==> src/rtl/core/ptrh_pkg.sv <==
// Shared types and constants for the panel table ray hit test block.
package ptrh_pkg;

  localparam int SLOTS     = 32;
  localparam int FRAC_BITS = 16;
  localparam int SLOT_W    = (SLOTS > 1) ? $clog2(SLOTS) : 1;
  localparam int MIN_DZ    = ((1 << FRAC_BITS) + 9999) / 10000;
  localparam int Q_W       = 41;

  localparam logic [2:0] OP_CREATE  = 3'd0;
  localparam logic [2:0] OP_SET_POS = 3'd1;
  localparam logic [2:0] OP_PIN     = 3'd2;
  localparam logic [2:0] OP_SHOW    = 3'd3;
  localparam logic [2:0] OP_RAYCAST = 3'd4;

  typedef struct packed {
    logic [2:0]         opcode;
    logic [31:0]        panel_id;
    logic signed [31:0] vec_x;
    logic signed [31:0] vec_y;
    logic signed [31:0] vec_z;
    logic signed [31:0] dir_x;
    logic signed [31:0] dir_y;
    logic signed [31:0] dir_z;
    logic [30:0]        width;
    logic [30:0]        height;
    logic [30:0]        distance;
    logic               visible;
  } req_t;

  typedef struct packed {
    logic               status;
    logic [31:0]        new_panel_id;
    logic               hit;
    logic [31:0]        hit_panel_id;
    logic signed [31:0] hit_x;
    logic signed [31:0] hit_y;
    logic signed [31:0] hit_z;
  } rsp_t;

  typedef struct packed {
    logic        start;
    logic [31:0] a;
    logic [32:0] b;
    logic [31:0] dz;
  } md_req_t;

  typedef struct packed {
    logic           done;
    logic [Q_W-1:0] q;
  } md_rsp_t;

  typedef enum logic [2:0] {
    ST_IDLE, ST_SCAN, ST_RC_TEST, ST_RC_X, ST_RC_Y, ST_RC_EVAL, ST_FINISH
  } state_e;

  typedef enum logic [2:0] {
    MD_IDLE, MD_MUL, MD_CHK, MD_DIV, MD_DONE
  } md_state_e;

endpackage

==> src/rtl/core/ptrh_muldiv.sv <==
// Shared iterative unit computing min(a * b / dz, 2^40) on magnitudes.
module ptrh_muldiv (
  input  logic              clk_i,
  input  logic              rst_ni,
  input  ptrh_pkg::md_req_t md_req_i,
  output ptrh_pkg::md_rsp_t md_rsp_o
);
  import ptrh_pkg::*;

  md_state_e      state_q, state_d;
  logic [5:0]     cnt_q;
  logic [31:0]    a_q, dz_q, rem_q;
  logic [47:0]    b_q;
  logic [64:0]    acc_q;
  logic [Q_W-1:0] lo_q;
  logic [15:0]    chunk;
  logic [64:0]    part;
  logic [32:0]    trial;
  logic           ge;
  logic [32:0]    diff;

  always_comb begin
    case (cnt_q[1:0])
      2'd0:    chunk = b_q[15:0];
      2'd1:    chunk = b_q[31:16];
      default: chunk = b_q[47:32];
    endcase
    part  = 65'(a_q * chunk) << {cnt_q[1:0], 4'b0000};
    trial = {rem_q, lo_q[Q_W-1]};
    ge    = trial >= {1'b0, dz_q};
    diff  = trial - {1'b0, dz_q};
  end

  always_comb begin
    state_d = state_q;
    case (state_q)
      MD_IDLE: if (md_req_i.start) state_d = MD_MUL;
      MD_MUL:  if (cnt_q[1:0] == 2'd2) state_d = MD_CHK;
      MD_CHK: begin
        if ({8'b0, acc_q} >= {dz_q, 41'b0}) state_d = MD_DONE;
        else state_d = MD_DIV;
      end
      MD_DIV:  if (cnt_q == 6'(Q_W - 1)) state_d = MD_DONE;
      MD_DONE: state_d = md_req_i.start ? MD_MUL : MD_IDLE;
      default: state_d = MD_IDLE;
    endcase
  end

  always_ff @(posedge clk_i or negedge rst_ni) begin
    if (!rst_ni) begin
      state_q <= MD_IDLE;
    end else begin
      state_q <= state_d;
    end
  end

  always_ff @(posedge clk_i) begin
    case (state_q)
      MD_IDLE, MD_DONE: begin
        a_q   <= md_req_i.a;
        b_q   <= {15'b0, md_req_i.b};
        dz_q  <= md_req_i.dz;
        acc_q <= '0;
        cnt_q <= '0;
      end
      MD_MUL: begin
        acc_q <= acc_q + part;
        cnt_q <= cnt_q + 6'd1;
      end
      MD_CHK: begin
        cnt_q <= '0;
        if ({8'b0, acc_q} >= {dz_q, 41'b0}) begin
          lo_q <= Q_W'(1) << (Q_W - 1);
        end else begin
          rem_q <= {8'b0, acc_q[64:41]};
          lo_q  <= acc_q[40:0];
        end
      end
      MD_DIV: begin
        rem_q <= ge ? diff[31:0] : trial[31:0];
        lo_q  <= {lo_q[Q_W-2:0], ge};
        cnt_q <= cnt_q + 6'd1;
      end
      default: begin
      end
    endcase
  end

  always_comb begin
    md_rsp_o.done = (state_q == MD_DONE);
    if (lo_q[Q_W-1] && (lo_q[Q_W-2:0] != '0)) md_rsp_o.q = Q_W'(1) << (Q_W - 1);
    else md_rsp_o.q = lo_q;
  end

  ap_done_one_cycle: assert property (@(posedge clk_i) disable iff (!rst_ni)
    md_rsp_o.done |=> !md_rsp_o.done)
    else $error("unit done held longer than one cycle");
  ap_q_clamped: assert property (@(posedge clk_i) disable iff (!rst_ni)
    md_rsp_o.done |-> !(md_rsp_o.q[Q_W-1] && md_rsp_o.q[Q_W-2:0] != '0))
    else $error("offset above clamp");
  ap_start_idle: assert property (@(posedge clk_i) disable iff (!rst_ni)
    md_req_i.start |-> (state_q == MD_IDLE || state_q == MD_DONE))
    else $error("unit started while busy");

endmodule

==> config.mk <==
export PLATFORM = sky130hd
export DESIGN_NAME = ptrh_muldiv
export DESIGN_NICKNAME = d
export VERILOG_FILES = /design/src/rtl/core/ptrh_pkg.sv /design/src/rtl/core/ptrh_muldiv.sv
export SDC_FILE = /design/constraint.sdc
export NUM_CORES = 2
export LEC_CHECK = 0
export BUFFER_PORTS_ARGS = -buffer_cell sky130_fd_sc_hd__buf_2
export CORE_AREA = 4 4 367 369
export CTS_CLUSTER_DIAMETER = 50
export DETAILED_ROUTE_END_ITERATION = 8
export DIE_AREA = 0 0 371 373
export MAX_ROUTING_LAYER = met4
export PLACE_DENSITY_LB_ADDON = 0.1
export SLEW_MARGIN = 20
export SYNTH_ARGS = -nofsm -noshare
export SYNTH_HDL_FRONTEND = slang
export SYNTH_SLANG_ARGS = --single-unit
==> constraint.sdc <==
create_clock -name clk_i -period 12.39 [get_ports clk_i]
set_input_delay 2.478 -clock clk_i [delete_from_list [all_inputs] [get_ports clk_i]]
set_output_delay 2.478 -clock clk_i [all_outputs]
set_load 0.02 [all_outputs]
==> out/metrics.csv <==
metric,value,unit
Root Buffer,clkbuf_16,
CTS Sinks,244,
slowest library cell on the worst path,fa_1,
vias after detailed routing,25100,
Worst EP required,12.76,ns
largest net degree at the start of global routing,66,
Post-synth top cells,"inv_1 (528), nand2_1 (462), fa_1 (420), and2_1 (282), ha_1 (246)",
period utilization,93.9,%
HP Class,reg2reg,
Area Overhead vs Synth,14.1,%
RSZ-0062 raised after global routing,no,
DRC viols,0,
critical path class,reg2reg,
share of layout cells above drive strength 1,8.68,%
"FF+latch count, synth",244,
GRT Util Overall,16.4,%
syn_nets,4328,
drt pass-1 iters,7,
clk buf depth,3,
placed cells,5344,
FILL cells,14200,
Final Util,28.3,%
multi-input logic area,22700,µm²
Worst-Skew Late Latency,0.66,ns
CTS H-tree lvls,2,
Reg area,7310,µm²
Critical Path Start Type,flop,
Rel. slew slack,24.4,%
Final Hold Vio Count,0,
mapped cell area,32600,µm²
Post CTS Setup Buffer Count,0,
Final Setup Violations,0,
first-pass GRT wire length,170,mm
number of flops mapped to enable cells by yosys,241,
"FFs w/ async S/R, synth",1.23,%
height of the die,373,µm
Critical Path AT,12.00,ns
number of max-cap violations,0,
"Hold-fix buffers, CTS",0,
CTS resizes,0,
Die Wd,371,µm
input/output buffers,141,
post-route non-filler standard cell count,5444,
Final HPWL DP,89.3,mm
Yosys top cell area share,25.8,%
CTS tree,built,
status,completed,
"Top cell by count, worst path",fa_1,
remaining antenna violation count,0,
Core ar.,131000,µm²
critical path's largest stage delay,0.56,ns
fraction of the yosys area taken by sequential cells,22.4,%
RD Place Congestion,0.855,
"Non-Filler Cell Area, Final",37200,µm²
average wire per standard cell,20.2,µm
# IOs,142,
Layout Skew,0.0463,ns
most common cell in the synthesized netlist,inv_1,
Unique masters post-synth,86,
Post-Route Setup TNS,0,ns
Avg Inst Size Synth,9.15,µm²
max-slew violation count,0,
ys flop type,edfxtp_1,
Post-DP Area,35400,µm²
gr ovfl total,0,
min cycle time layout,11.63,ns
initial antenna violation count,4,
full die area,138000,µm²
Num CTS Buffers,52,
crit path max fanout,21,
Core Rows,133,
Vias/cell,4.61,
WL final,110,mm
Synth Instances,3562,
Crit. End Element,flop,
top post-synthesis cells by area,"fa_1 (26%), edfxtp_1 (22%), ha_1 (9.4%)",
Synth area leader,fa_1,
initial core utilization,24.8,%
Synth Warn #,0,
DR iter-0 viols,1392,
Worst-path clk slew,0.05,ns
vias in the first global route,27000,
Max Fclk,86.0,MHz
Final #Nets,4410,
Worst Tran Pin Value,1.12,ns
[stage by stage]
stage | worst slack [ns] | hold slack (ns)
finish | 0.757 | 0.600
floorplan | 1.94 | 0.514
CTS | 0.707 | 0.606
global placement | 0.588 | 0.594
detailed placement | 0.762 | 0.594
global route | 0.0676 | 0.642
[final cells by class]
class / instances / area share [%]
tap: 1755 / 5.91
inverter: 529 / 5.34
timing repair buffer: 196 / 3.16
antenna: 1 / 0.00673
clock buffer: 54 / 3.52
multi-input combinational: 2621 / 61.1
sequential: 244 / 19.7
clock inverter: 44 / 1.28
[routing by layer]
metal  part of all wire [%]  up-vias  GRT usage [%]
met5                      0        -              -
li1                       -    11900              -
met1                     49    12700           23.1
met2                     46      365           25.8
met4                    1.3        0           2.51
met3                    3.2       73           1.93
[logic make-up (layout without fill, tap and decap cells)]
group | count (synthesis) | count (layout) | synth area share [%]
AOI/OAI and AO/OA | 662 | 662 | 13.4
xor gates and xnor gates | 133 | 133 | 3.58
adders and majority gates | 666 | 666 | 35.3
buffers and inverters | 697 | 823 | 8.05
DFF | 244 | 244 | 22.4
muxes | 17 | 17 | 0.526
other | 0 | 1 | 0
and+or+nand+nor | 1143 | 1143 | 16.8
[path summary, 6_finish.rpt]
path,depth (start not counted),start,endpoint,slack (ns)
min reg2reg,2,rem_q[23]$_DFFE_PP_,rem_q[24]$_SDFFCE_PN0P_,0.60
min,2,rem_q[23]$_DFFE_PP_,rem_q[24]$_SDFFCE_PN0P_,0.60
max in group asynchronous,1,rst_ni,state_q[0]$_DFFE_PN0P_,10.68
max,36,cnt_q[0]$_SDFFCE_PN0P_,acc_q[61]$_SDFFCE_PN0P_,0.76
min in group asynchronous,1,rst_ni,state_q[1]$_DFFE_PN0P_,1.61
max reg2reg,36,cnt_q[0]$_SDFFCE_PN0P_,acc_q[61]$_SDFFCE_PN0P_,0.76
[cell usage in the layout, fill, tap and decap left out, types with 16 or more instances in the layout]
master,n
o21ai_1,49
o21ai_0,84
and2_1,282
buf_4,50
mux2i_1,16
a21oi_1,198
and3_1,21
fa_1,420
nand2_1,461
ha_1,246
o21a_1,24
nand3_1,38
inv_1,527
nor4_1,23
xor2_1,67
buf_2,141
o21bai_1,20
nor2_1,187
a211oi_1,17
xnor2_1,66
edfxtp_1,241
a31oi_1,22
nor2b_1,21
clkbuf_16,52
a22o_1,58
nand2b_1,16
nand4_1,36
a21o_1,73
nor3_1,29
[state kept, by name, indices dropped and copies added, names as in the netlist]
register	cells
a_q	32
acc_q	65
b_q	33
cnt_q	6
dz_q	32
lo_q	41
rem_q	32
state_q	3
[critical path: cells and delay by family (launching register included)]
family | cells | cell delay, ns
simple gates | 8 | 1.47
fa+ha+maj | 9 | 4.12
buf+inv | 7 | 1.11
flops | 1 | 0.42
compound gates | 11 | 3.76
xor+xnor | 1 | 0.46
Power is not shown: default switching activity piles up to over one toggle a cycle in this logic, so the estimate is an artifact.
